## src/hdl/gsse_pkg.sv

```systemverilog
`timescale 1ns / 1ps
`default_nettype none
// ----------------------------------------------------------------------------
// gsse_pkg
// Shared constants and types for the GF(2) system solution enumerator.
// ----------------------------------------------------------------------------
package gsse_pkg;

  // Row capacity (number of cells) and variable bits per row
  localparam int unsigned MAX_ROWS = 8;
  localparam int unsigned VAR_BITS = 6;

  // Configuration port
  localparam int unsigned CFG_IDX_W  = 1;
  localparam int unsigned CFG_DATA_W = 3;
  localparam logic [CFG_IDX_W-1:0] REG_VAR_COUNT  = 1'b0;
  localparam logic [CFG_IDX_W-1:0] REG_TARGET_BIT = 1'b1;

  localparam logic [CFG_DATA_W-1:0] VAR_COUNT_RST = 3'd3;

  // Candidate token travelling down the cell chain
  typedef struct packed {
    logic                vld;
    logic [VAR_BITS-1:0] x;
    logic                ok;
    logic                last;
  } token_t;

endpackage
`default_nettype wire

```

## src/hdl/gsse_cell.sv

```systemverilog
`timescale 1ns / 1ps
`default_nettype none
// ----------------------------------------------------------------------------
// gsse_cell
// One equation cell: holds a row, checks the passing candidate against it.
// ----------------------------------------------------------------------------
module gsse_cell (
  input  wire                               clk_i,
  input  wire                               rst_ni,
  input  wire                               load_i,
  input  wire                               clear_i,
  input  wire  [gsse_pkg::VAR_BITS-1:0]     row_i,
  input  wire                               act_i,
  output logic [gsse_pkg::VAR_BITS-1:0]     row_o,
  output logic                              act_o,
  input  wire                               adv_i,
  input  wire                               target_i,
  input  wire  gsse_pkg::token_t            tok_i,
  output gsse_pkg::token_t                  tok_o
);

  logic [gsse_pkg::VAR_BITS-1:0] row_q;
  logic                          act_q;
  gsse_pkg::token_t              tok_q, tok_d;
  logic                          par;

  // parity of row AND candidate
  assign par = ^(row_q & tok_i.x);

  always_comb begin
    tok_d    = tok_i;
    tok_d.ok = tok_i.ok & (~act_q | (par == target_i));
  end

  always_ff @(posedge clk_i) begin
    if (load_i) begin
      row_q <= row_i;
    end
  end

  always_ff @(posedge clk_i or negedge rst_ni) begin
    if (!rst_ni) begin
      act_q <= 1'b0;
      tok_q <= '0;
    end else begin
      if (clear_i) begin
        act_q     <= 1'b0;
        tok_q.vld <= 1'b0;
      end else begin
        if (load_i) begin
          act_q <= act_i;
        end
        if (adv_i) begin
          tok_q <= tok_d;
        end
      end
    end
  end

  assign row_o = row_q;
  assign act_o = act_q;
  assign tok_o = tok_q;

endmodule
`default_nettype wire

```

## src/hdl/gsse_collect.sv

```systemverilog
`timescale 1ns / 1ps
`default_nettype none
// ----------------------------------------------------------------------------
// gsse_collect
// Result collector: keeps one match back so the final one can be tagged last.
// ----------------------------------------------------------------------------
module gsse_collect (
  input  wire                           clk_i,
  input  wire                           rst_ni,
  input  wire                           adv_i,
  input  wire  gsse_pkg::token_t        tok_i,
  input  wire                           flush_i,
  input  wire                           out_ready_i,
  output logic                          free_o,
  output logic                          out_valid_o,
  output logic [gsse_pkg::VAR_BITS-1:0] solution_o,
  output logic                          found_o,
  output logic                          last_o
);

  logic                          hold_v_q;
  logic [gsse_pkg::VAR_BITS-1:0] hold_x_q;
  logic                          ov_q;
  logic [gsse_pkg::VAR_BITS-1:0] sol_q;
  logic                          found_q;
  logic                          last_q;
  logic                          hit;

  assign free_o = ~ov_q | out_ready_i;
  assign hit    = adv_i & tok_i.vld & tok_i.ok;

  // payload
  always_ff @(posedge clk_i) begin
    if (hit) begin
      hold_x_q <= tok_i.x;
      if (hold_v_q) begin
        sol_q   <= hold_x_q;
        found_q <= 1'b1;
        last_q  <= 1'b0;
      end
    end else if (flush_i) begin
      sol_q   <= hold_v_q ? hold_x_q : '0;
      found_q <= hold_v_q;
      last_q  <= 1'b1;
    end
  end

  // control
  always_ff @(posedge clk_i or negedge rst_ni) begin
    if (!rst_ni) begin
      hold_v_q <= 1'b0;
      ov_q     <= 1'b0;
    end else begin
      if (hit) begin
        hold_v_q <= 1'b1;
        if (hold_v_q) begin
          ov_q <= 1'b1;
        end else if (out_ready_i) begin
          ov_q <= 1'b0;
        end
      end else if (flush_i) begin
        hold_v_q <= 1'b0;
        ov_q     <= 1'b1;
      end else if (out_ready_i) begin
        ov_q <= 1'b0;
      end
    end
  end

  assign out_valid_o = ov_q;
  assign solution_o  = sol_q;
  assign found_o     = found_q;
  assign last_o      = last_q;

endmodule
`default_nettype wire

```

## src/hdl/gf2_system_solution_enumerator_unit.sv

```systemverilog
`timescale 1ns / 1ps
`default_nettype none
// ----------------------------------------------------------------------------
// gf2_system_solution_enumerator_unit
// Collects GF(2) equation rows and lists every nonzero solution vector.
// ----------------------------------------------------------------------------
// Usage:
// - Rows come in on the input request channel (valid/ready), one per cycle
//   while idle. Each accepted row shifts into a chain of MAX_ROWS cells;
//   rows beyond MAX_ROWS are dropped.
// - A row with last_row set starts the solve. The input is not ready again
//   until the solve has fully drained.
// - Candidates 1 .. 2^var_count-1 enter the cell chain one per cycle unless
//   the output stalls; each cell checks its own row and passes the candidate
//   on. A candidate that clears all cells is a solution.
// - Results leave on the output request channel. One match is held back so
//   the final result can carry last_result; with no match a single result
//   with found=0, solution=0 and last_result=1 is sent.
// - A solve injects every candidate, waits in the drain state for the final
//   candidate to leave the chain, then flushes the held or empty result.
// - When the receiver stalls, the whole chain freezes; nothing is lost.
// - Reset empties the chain, sets var_count = 3 and target_bit = 0.
// - Configuration writes (cfg_we_i) take effect at once; write only when idle.
// ----------------------------------------------------------------------------
module gf2_system_solution_enumerator_unit (
  input  wire                                 clk_i,
  input  wire                                 rst_ni,
  input  wire                                 cfg_we_i,
  input  wire  [gsse_pkg::CFG_IDX_W-1:0]      cfg_idx_i,
  input  wire  [gsse_pkg::CFG_DATA_W-1:0]     cfg_data_i,
  input  wire                                 in_valid_i,
  output logic                                in_ready_o,
  input  wire  [gsse_pkg::VAR_BITS-1:0]       in_row_mask_i,
  input  wire                                 in_last_row_i,
  output logic                                out_valid_o,
  input  wire                                 out_ready_i,
  output logic [gsse_pkg::VAR_BITS-1:0]       out_solution_o,
  output logic                                out_found_o,
  output logic                                out_last_result_o
);

  localparam int unsigned NR = gsse_pkg::MAX_ROWS;
  localparam int unsigned VB = gsse_pkg::VAR_BITS;
  localparam logic [VB-1:0] ONE_X = VB'(1);

  // controller states
  localparam logic [1:0] ST_IDLE  = 2'd0;
  localparam logic [1:0] ST_RUN   = 2'd1;  // injecting candidates
  localparam logic [1:0] ST_DRAIN = 2'd2;  // waiting for final candidate
  localparam logic [1:0] ST_FLUSH = 2'd3;  // emit held / empty result

  logic [1:0] st_q, st_d;

  // config registers
  logic [gsse_pkg::CFG_DATA_W-1:0] var_count_q;
  logic                            target_q;

  always_ff @(posedge clk_i or negedge rst_ni) begin
    if (!rst_ni) begin
      var_count_q <= gsse_pkg::VAR_COUNT_RST;
      target_q    <= 1'b0;
    end else if (cfg_we_i) begin
      case (cfg_idx_i)
        gsse_pkg::REG_VAR_COUNT:  var_count_q <= cfg_data_i;
        gsse_pkg::REG_TARGET_BIT: target_q    <= cfg_data_i[0];
        default: ;
      endcase
    end
  end

  // clamp variable count, derive top candidate
  logic [gsse_pkg::CFG_DATA_W-1:0] vars;
  logic [VB:0]                     lim;
  logic [VB-1:0]                   x_top;

  assign vars  = (var_count_q > gsse_pkg::CFG_DATA_W'(VB)) ?
                 gsse_pkg::CFG_DATA_W'(VB) : var_count_q;
  assign lim   = (VB+1)'(1) << vars;
  assign x_top = lim[VB-1:0] - ONE_X;  // wraps to all ones at full width

  // candidate generator
  logic [VB-1:0]    x_q;
  gsse_pkg::token_t inj;
  logic             inj_end;
  logic             adv;
  logic             free;
  logic             flush_go;
  logic             clear;

  assign inj_end  = (x_q == x_top) | (vars == '0);
  assign inj.vld  = (st_q == ST_RUN);
  assign inj.x    = x_q;
  assign inj.ok   = (vars != '0);
  assign inj.last = inj_end;

  always_ff @(posedge clk_i) begin
    if (st_q == ST_IDLE) begin
      x_q <= ONE_X;
    end else if (st_q == ST_RUN && adv) begin
      x_q <= x_q + ONE_X;
    end
  end

  // cell chain
  logic [VB-1:0]    row_chain [NR+1];
  logic             act_chain [NR+1];
  gsse_pkg::token_t tok_chain [NR+1];
  logic             load;
  logic             in_acc;
  logic             full;

  assign row_chain[0] = in_row_mask_i;
  assign act_chain[0] = 1'b1;
  assign tok_chain[0] = inj;
  assign full         = act_chain[NR];

  assign in_ready_o = (st_q == ST_IDLE);
  assign in_acc     = in_valid_i & in_ready_o;
  assign load       = in_acc & ~full;
  assign adv        = free & ((st_q == ST_RUN) | (st_q == ST_DRAIN));
  assign flush_go   = (st_q == ST_FLUSH) & free;
  assign clear      = flush_go;

  for (genvar g = 0; g < NR; g++) begin : g_cell
    gsse_cell u_cell (
      .clk_i    (clk_i),
      .rst_ni   (rst_ni),
      .load_i   (load),
      .clear_i  (clear),
      .row_i    (row_chain[g]),
      .act_i    (act_chain[g]),
      .row_o    (row_chain[g+1]),
      .act_o    (act_chain[g+1]),
      .adv_i    (adv),
      .target_i (target_q),
      .tok_i    (tok_chain[g]),
      .tok_o    (tok_chain[g+1])
    );
  end

  gsse_collect u_collect (
    .clk_i       (clk_i),
    .rst_ni      (rst_ni),
    .adv_i       (adv),
    .tok_i       (tok_chain[NR]),
    .flush_i     (flush_go),
    .out_ready_i (out_ready_i),
    .free_o      (free),
    .out_valid_o (out_valid_o),
    .solution_o  (out_solution_o),
    .found_o     (out_found_o),
    .last_o      (out_last_result_o)
  );

  // controller
  always_comb begin
    st_d = st_q;
    case (st_q)
      ST_IDLE: begin
        if (in_acc && in_last_row_i) st_d = ST_RUN;
      end
      ST_RUN: begin
        if (adv && inj_end) st_d = ST_DRAIN;
      end
      ST_DRAIN: begin
        if (adv && tok_chain[NR].vld && tok_chain[NR].last) st_d = ST_FLUSH;
      end
      ST_FLUSH: begin
        if (flush_go) st_d = ST_IDLE;
      end
      default: st_d = ST_IDLE;
    endcase
  end

  always_ff @(posedge clk_i or negedge rst_ni) begin
    if (!rst_ni) begin
      st_q <= ST_IDLE;
    end else begin
      st_q <= st_d;
    end
  end

  // checks
  a_idle_chain_empty: assert property (@(posedge clk_i) disable iff (!rst_ni)
    (st_q == ST_IDLE) |-> !tok_chain[NR].vld)
    else $error("stale candidate at chain end while idle");

  a_flush_gives_last: assert property (@(posedge clk_i) disable iff (!rst_ni)
    flush_go |=> (out_valid_o && out_last_result_o))
    else $error("flush did not present a final result");

  a_empty_is_last: assert property (@(posedge clk_i) disable iff (!rst_ni)
    (out_valid_o && !out_found_o) |-> (out_last_result_o && out_solution_o == '0))
    else $error("empty marker not tagged last");

  a_run_nonzero: assert property (@(posedge clk_i) disable iff (!rst_ni)
    (st_q == ST_RUN) |-> (x_q != '0))
    else $error("zero candidate injected");

endmodule
`default_nettype wire
```

## config.mk

```make
export PLATFORM = sky130hd
export DESIGN_NAME = gf2_system_solution_enumerator_unit
export DESIGN_NICKNAME = d
export VERILOG_FILES = /design/src/hdl/gsse_pkg.sv /design/src/hdl/gsse_cell.sv /design/src/hdl/gsse_collect.sv /design/src/hdl/gf2_system_solution_enumerator_unit.sv
export SDC_FILE = /design/constraint.sdc
export NUM_CORES = 1
export LEC_CHECK = 0
export ABC_AREA = 1
export BUFFER_PORTS_ARGS = -buffer_cell sky130_fd_sc_hd__clkbuf_2
export CORE_AREA = 2 2 158 160
export CTS_BUF_LIST = sky130_fd_sc_hd__clkbuf_4
export DETAILED_ROUTE_END_ITERATION = 8
export DIE_AREA = 0 0 160 162
export GPL_ROUTABILITY_DRIVEN = 0
export PLACE_DENSITY = 0.44
export SLEW_MARGIN = 30
export SYNTH_ARGS = -nofsm -noshare
export SYNTH_HDL_FRONTEND = slang
export SYNTH_HIERARCHICAL = 1
export SYNTH_SLANG_ARGS = --single-unit
```

## constraint.sdc

```tcl
create_clock -name clk_i -period 8.7 [get_ports clk_i]
set_clock_uncertainty 0.1 [all_clocks]
set_input_delay 0.435 -clock clk_i [delete_from_list [all_inputs] [get_ports clk_i]]
set_output_delay 0.435 -clock clk_i [all_outputs]
set_load 0.03 [all_outputs]
```

==> reports/metrics.cfg, run 1 <==
[cells_and_area]
final_common_cell=nand2_1
antenna_cells=0
layout_common_cells=nand2_1, inv_1, dfrtp_1
final_nets=809
post-route-util_pct=33.9
drive_above_1_share_pct=24.8
area_growth_pct=14.2

[clock_network]
cts_buffers=17
cts_max_level=4
cts.clk_slew.worst_paths_ns=0.13
cts_tree=built
cts_resized=0
ctsRootBufferMaster=clkbuf_4
cts_setup_buffers=0
cts_sinks=156
clkLatencyLatePin_ns=0.54
cts_hold_buf=12
cts_buffer_depth=2

[power_and_ir_drop]
vdd_ir_drop_max_mv=0.151
p_per_area_nw_per_um2=290
leakage_nw=3.99
power_w=0.00237

[logic_synthesis]
ys.flop_type=dfrtp_1
ys_async_sr_fraction_pct=56.4
postSynthAreaPerCell_um2=9.80
yosysWarnings=6
yosysSeqAreaShare_pct=58.5
synth_area_um2=7160
syn_nets=751
synth_top_area_share_pct=30.1
synthTopCellsByArea=dfrtp_1, edfxtp_1, nand2_1
ys_types=27
synth_top_cell_by_area=dfrtp_1
synth_edf_count=62
syn_inst=730
synth-seq-cells=156

[status]
status=completed

[timing]
finalHoldViolCount=0
fin_crit_ns=2.44
fin_setup_tns_ns=0
maxSlewHeadroom_pct=43.1
rsz0062_at_grt=false
hold_ws_ns=0.135
setup-violations-final=0
slew_viol_final=0
fmax_ghz=0.410
timing.final.crit_share_pct=28.1
tightest_slew_ns=0.854

[floorplanning]
die_x_um=160
dieArea_um2=25900
rows=57
start_util_pct=29.7
pin_count=26
die_h_um=162
core_um2=24100

[grt]
track_usage_pct=11.3
grt_pass1_vias=4683
grt_max_degree=65
antenna_found_initial=0
grt_pass1_wl_mm=23.0
grt.overflow.total=0

[setup_path]
reg2reg_depth=9
r2r_slack_ns=6.26
end_kind=flop
start_kind=flop
critPathMaxFanout=29
r2r_end=x_q[5]
critPathArrivalTime_ns=2.79
criticalPathCategory=reg2reg
critPathRequiredTime_ns=9.05
timing.rr.start=st_q[0]

[hold_path]
hold-path-cell-count=4
hp-class=in2reg
min_to=u_collect/out_valid_o
hp-start=out_ready_i

[route]
vias=4663
wl_mm=13.4
drtPass1Iterations=4
drt_iter0_markers=190
drc=0
postRouteAntennaNets=0
post_drt_via_cell_ratio=4.14
routedWlPerCell_um=11.9

[run]
drv_cap=0

[place]
port_buffers=25
dp_hpwl_mm=9.46

==> where the power goes <==
group / total [W] / switching, W / internal, W
sequential: 0.00108 / 0.000115 / 0.000960
combinational: 0.000779 / 0.000483 / 0.000296
clock: 0.000520 / 0.000246 / 0.000274
==> critical path, cell delays in order, from the launching register on <==
cell,delay (ns)
dfrtp_1,0.41
inv_1,0.08
ha_1,0.29
nand2_1,0.06
inv_2,0.52
nand2_1,0.31
nor3_1,0.27
nand2_1,0.09
o21ai_0,0.15
a21oi_1,0.05
==> worst max path at each step <==
stage,depth (start not counted),start,slack [ns],to
finish,9,st_q[0],6.26,x_q[5]
floorplan,6,st_q[0],4.70,g_cell[0].u_cell/act_o
detailed placement,9,st_q[0],6.25,x_q[5]
CTS,9,st_q[0],6.24,x_q[5]
global placement,9,st_q[0],6.28,x_q[5]
global route,9,st_q[0],5.96,x_q[5]
==> metal layers <==
metal | GRT usage (%) | up-vias | wire length (µm)
met1 | 13.7 | 2165 | 6220
li1 | - | 2447 | -
met3 | 3.14 | 10 | 394
met4 | 2.99 | 0 | 163
met5 | 0 | - | 0
met2 | 19.8 | 41 | 6650
==> synthesized netlist by cell type (2+ instances only) <==
library cell	number
dfrtp_1	86
edfxtp_1	62
dfxtp_1	6
nor3_1	4
dfstp_2	2
a31oi_1	2
inv_2	26
a21oi_1	23
nor2_2	6
nand2_1	229
ha_1	5
nand3_1	40
nand2_2	36
mux2_2	56
nand2_4	9
inv_1	88
o21ai_0	22
nor2_1	19
==> flip-flops by register name, indices dropped and copies added, names as in the netlist <==
| signal | flops |
|---|---|
| x_q | 6 |
| u_collect/out_valid_o | 1 |
| target_q | 1 |
| u_collect/solution_o | 6 |
| u_collect/hold_v_q | 1 |
| var_count_q | 3 |
| g_cell.u_cell/tok_o | 72 |
| u_collect/found_o | 1 |
| st_q | 2 |
| g_cell.u_cell/row_o | 48 |
| u_collect/hold_x_q | 6 |
| u_collect/last_o | 1 |
| g_cell.u_cell/act_o | 8 |
==> logic make-up (layout without fill, tap and decap cells) <==
logic type | count (synthesis) | count (layout) | share of synthesized area [%]
compound gates | 49 | 49 | 3.81
xor+xnor | 1 | 1 | 0.122
fa+ha+maj | 5 | 5 | 0.874
buf+inv | 115 | 186 | 6.07
flops | 156 | 156 | 58.5
mux | 56 | 56 | 8.81
other cells | 1 | 1 | 0.0524
simple gates | 347 | 347 | 21.8
==> final cells by class <==
type	instances	area (µm²)
repair buffers	39	263
well taps	324	405
flip-flops and latches	156	4190
fillers	2539	15900
clock buffers	23	173
inverters	115	434
multi-input cells	459	2540
clock inverters	9	168
==> per-stage QoR <==
| stage | cells | cell area, µm² | worst slack [ns] |
|---|---|---|---|
| floorplan | 730 | 7160 | 4.70 |
| global route | 1125 | 8170 | 5.96 |
| global placement | 1081 | 7710 | 6.28 |
| CTS | 1125 | 8170 | 6.24 |
| finish | 1125 | 8170 | 6.26 |
| detailed placement | 1081 | 7710 | 6.25 |
Power figures use the tool's default switching activity.
==> run 2: changes to the inputs <==
--- a/config.mk
+++ b/config.mk
@@ -5,14 +5,14 @@
 export SDC_FILE = /design/constraint.sdc
 export NUM_CORES = 1
 export LEC_CHECK = 0
-export ABC_AREA = 1
+export ABC_AREA = 0
 export BUFFER_PORTS_ARGS = -buffer_cell sky130_fd_sc_hd__clkbuf_2
-export CORE_AREA = 2 2 158 160
+export CORE_AREA = 2 2 152 154
 export CTS_BUF_LIST = sky130_fd_sc_hd__clkbuf_4
 export DETAILED_ROUTE_END_ITERATION = 8
-export DIE_AREA = 0 0 160 162
+export DIE_AREA = 0 0 154 156
 export GPL_ROUTABILITY_DRIVEN = 0
-export PLACE_DENSITY = 0.44
+export PLACE_DENSITY = 0.46
 export SLEW_MARGIN = 30
 export SYNTH_ARGS = -nofsm -noshare
 export SYNTH_HDL_FRONTEND = slang
==> constraint.sdc (replaced) <==
create_clock -name clk_i -period 2.2 [get_ports clk_i]
set_clock_uncertainty 0.1 [all_clocks]
set_input_delay 0.11 -clock clk_i [delete_from_list [all_inputs] [get_ports clk_i]]
set_output_delay 0.11 -clock clk_i [all_outputs]
set_load 0.03 [all_outputs]
==> reports/metrics.cfg, run 2 <==
[status]
status=completed

[timing]
timing.final.crit_share_pct=94.5
fin_crit_ns=2.08
rsz0062_at_grt=false
setup-violations-final=0
slew_viol_final=0
fmax_ghz=0.481
finalHoldViolCount=0
fin_setup_tns_ns=0

[logic_synthesis]
synth_area_um2=6590
ys_async_sr_fraction_pct=56.4
synthTopCellsByCount=dfrtp_1, edfxtp_1, mux2_2
synth_edf_count=62
syn_nets=472
postSynthAreaPerCell_um2=14.6
ys_types=43
yosysMostFrequentCell=dfrtp_1
synth_top_area_share_pct=32.6
yosysWarnings=6
syn_inst=451
yosysSeqAreaShare_pct=63.5
ys.flop_type=dfrtp_1
synthTopCellsByArea=dfrtp_1, edfxtp_1, mux2_2
synth_top_cell_by_area=dfrtp_1
synth-seq-cells=156

[place]
dp_hpwl_mm=8.19
port_buffers=25

[route]
post_drt_via_cell_ratio=4.43
drc=0
maxUsedRoutingLayer=met4
dr_wl_met3_um=399
routedWlPerCell_um=14.5
drt_iter0_markers=139
wl_met1_mm=5.31
drtPass1Iterations=4
vias=3633
wl_met2_mm=6.11
wl_mm=11.9
postRouteAntennaNets=0

[setup_path]
critPathArrivalTime_ns=2.40
path_buf_inv=4
critical_path.max_stage_delay_ns=0.44
critPathMaxFanout=21
critPathRequiredTime_ns=2.52
criticalPathCategory=reg2reg
cp_top_family=buffers and inverters
timing.rr.start=st_q[0]
reg2reg_depth=8
start_kind=flop
critPathSlowestCell=dfrtp_1
r2r_slack_ns=0.12
r2r_end=g_cell[7].u_cell/tok_o[6]
end_kind=flop
path_cells=inv_2 > ha_4 > nand2_1 > clkinvlp_4 > buf_12 > nand2b_1 > buf_12 > mux2_2
cp_common_cell=buf_12

[clock_network]
cts_buffers=17
cts.clk_slew.worst_paths_ns=0.13
cts_sinks=156
ctsRootBufferMaster=clkbuf_4
cts_tree=built
clkLatencyLatePin_ns=0.54
cts_buffer_depth=2
cts_max_level=4

[hold_path]
hp-start=in_valid_i
hold-path-cell-count=4
hp-class=in2reg
min_to=g_cell[1].u_cell/row_o[3]

[power_and_ir_drop]
vdd_ir_drop_max_mv=0.576
p_per_area_nw_per_um2=1300
leakage_nw=3.44

[floorplanning]
die_x_um=154
start_util_pct=29.5
pin_count=26
core_um2=22400
rows=55
die_h_um=156
dieArea_um2=24000

[grt]
track_usage_pct=10.8
grt_pass1_wl_mm=20.0
antenna_found_initial=0
grt_pass1_vias=3896
grt_max_degree=57
grt.overflow.total=0

[cells_and_area]
post-route-util_pct=35.1
seq_area_um2=4190
antenna_cells=0
fillCellCount=2162
largest_register_ffs=72
final_nets=543
layout_common_cells=dfrtp_1, edfxtp_1, mux2_2
final_common_cell=dfrtp_1
area_growth_pct=19.0
drive_above_1_share_pct=29.0
multiInputGateArea_um2=2330

[run]
drv_cap=0

==> run 2: layout make-up <==
| cell class | count | share of cell area, % |
|---|---|---|
| flip-flops and latches | 156 | 53.4 |
| multi-input cells | 270 | 29.7 |
| repair buffers | 61 | 7.53 |
| well taps | 285 | 4.55 |
| clock inverters | 13 | 2.20 |
| clock buffers | 19 | 1.82 |
| inverters | 16 | 0.813 |
==> run 2: logic make-up (layout without fill, tap and decap cells) <==
group / after synthesis / after routing / synth area share (%)
other: 1 / 1 / 0.0569
buffers and inverters: 25 / 109 / 1.58
xor gates and xnor gates: 38 / 38 / 8.39
DFF: 156 / 156 / 63.5
and+or+nand+nor: 116 / 116 / 7.97
adders and majority gates: 5 / 5 / 0.949
muxes: 86 / 86 / 14.2
AOI/OAI and AO/OA: 24 / 24 / 3.32
==> run 2: timing repair <==
item	in CTS	in global routing
setup buffers	0	1
setup endpoints to repair	0	2
hold endpoints to repair	97	15
gates resized for setup	0	0
hold buffers	17	1
==> run 2: worst reg2reg max path, cell delays in order, from the launching register on <==
cell	delay, ns
dfrtp_1	0.44
inv_2	0.11
ha_4	0.22
nand2_1	0.16
clkinvlp_4	0.13
buf_12	0.17
nand2b_1	0.16
buf_12	0.14
mux2_2	0.34
==> run 2: report_power, final <==
group          internal, W  switching (W)
combinational      0.00215        0.00191
sequential         0.00379       0.000408
clock             0.000917       0.000999
==> run 2: worst max-delay path by stage <==
stage / slack, ns / cells past startpoint / endpoint / startpoint
floorplan: -0.15 / 7 / g_cell[1].u_cell/act_o / st_q[0]
finish: 0.12 / 8 / g_cell[7].u_cell/tok_o[6] / st_q[0]
global placement: 0.16 / 5 / st_q[0] / x_q[1]
detailed placement: 0.13 / 7 / st_q[1] / st_q[0]
global route: 0.01 / 5 / st_q[0] / x_q[1]
CTS: 0.1 / 7 / st_q[1] / st_q[0]
==> run 2: metrics by stage <==
step	hold WS, ns	cells	total power (W)	worst slack [ns]	instance area (µm²)
2_1_floorplan	-0.286	451	0.00684	-0.155	6640
6_report	0.110	820	0.0102	0.120	7850
4_1_cts	0.00267	818	0.0103	0.0977	7830
5_1_grt	0.0593	820	0.0109	0.0129	7850
3_3_place_gp	0.0328	769	0.00820	0.164	7330
3_5_place_dp	0.0397	769	0.00837	0.127	7330
==> run 2: metal layers <==
layer	GRT usage (%)	up-vias
met2	18.7	52
li1	-	1749
met3	3.78	10
met5	0	-
met4	3.16	0
met1	12.7	1822
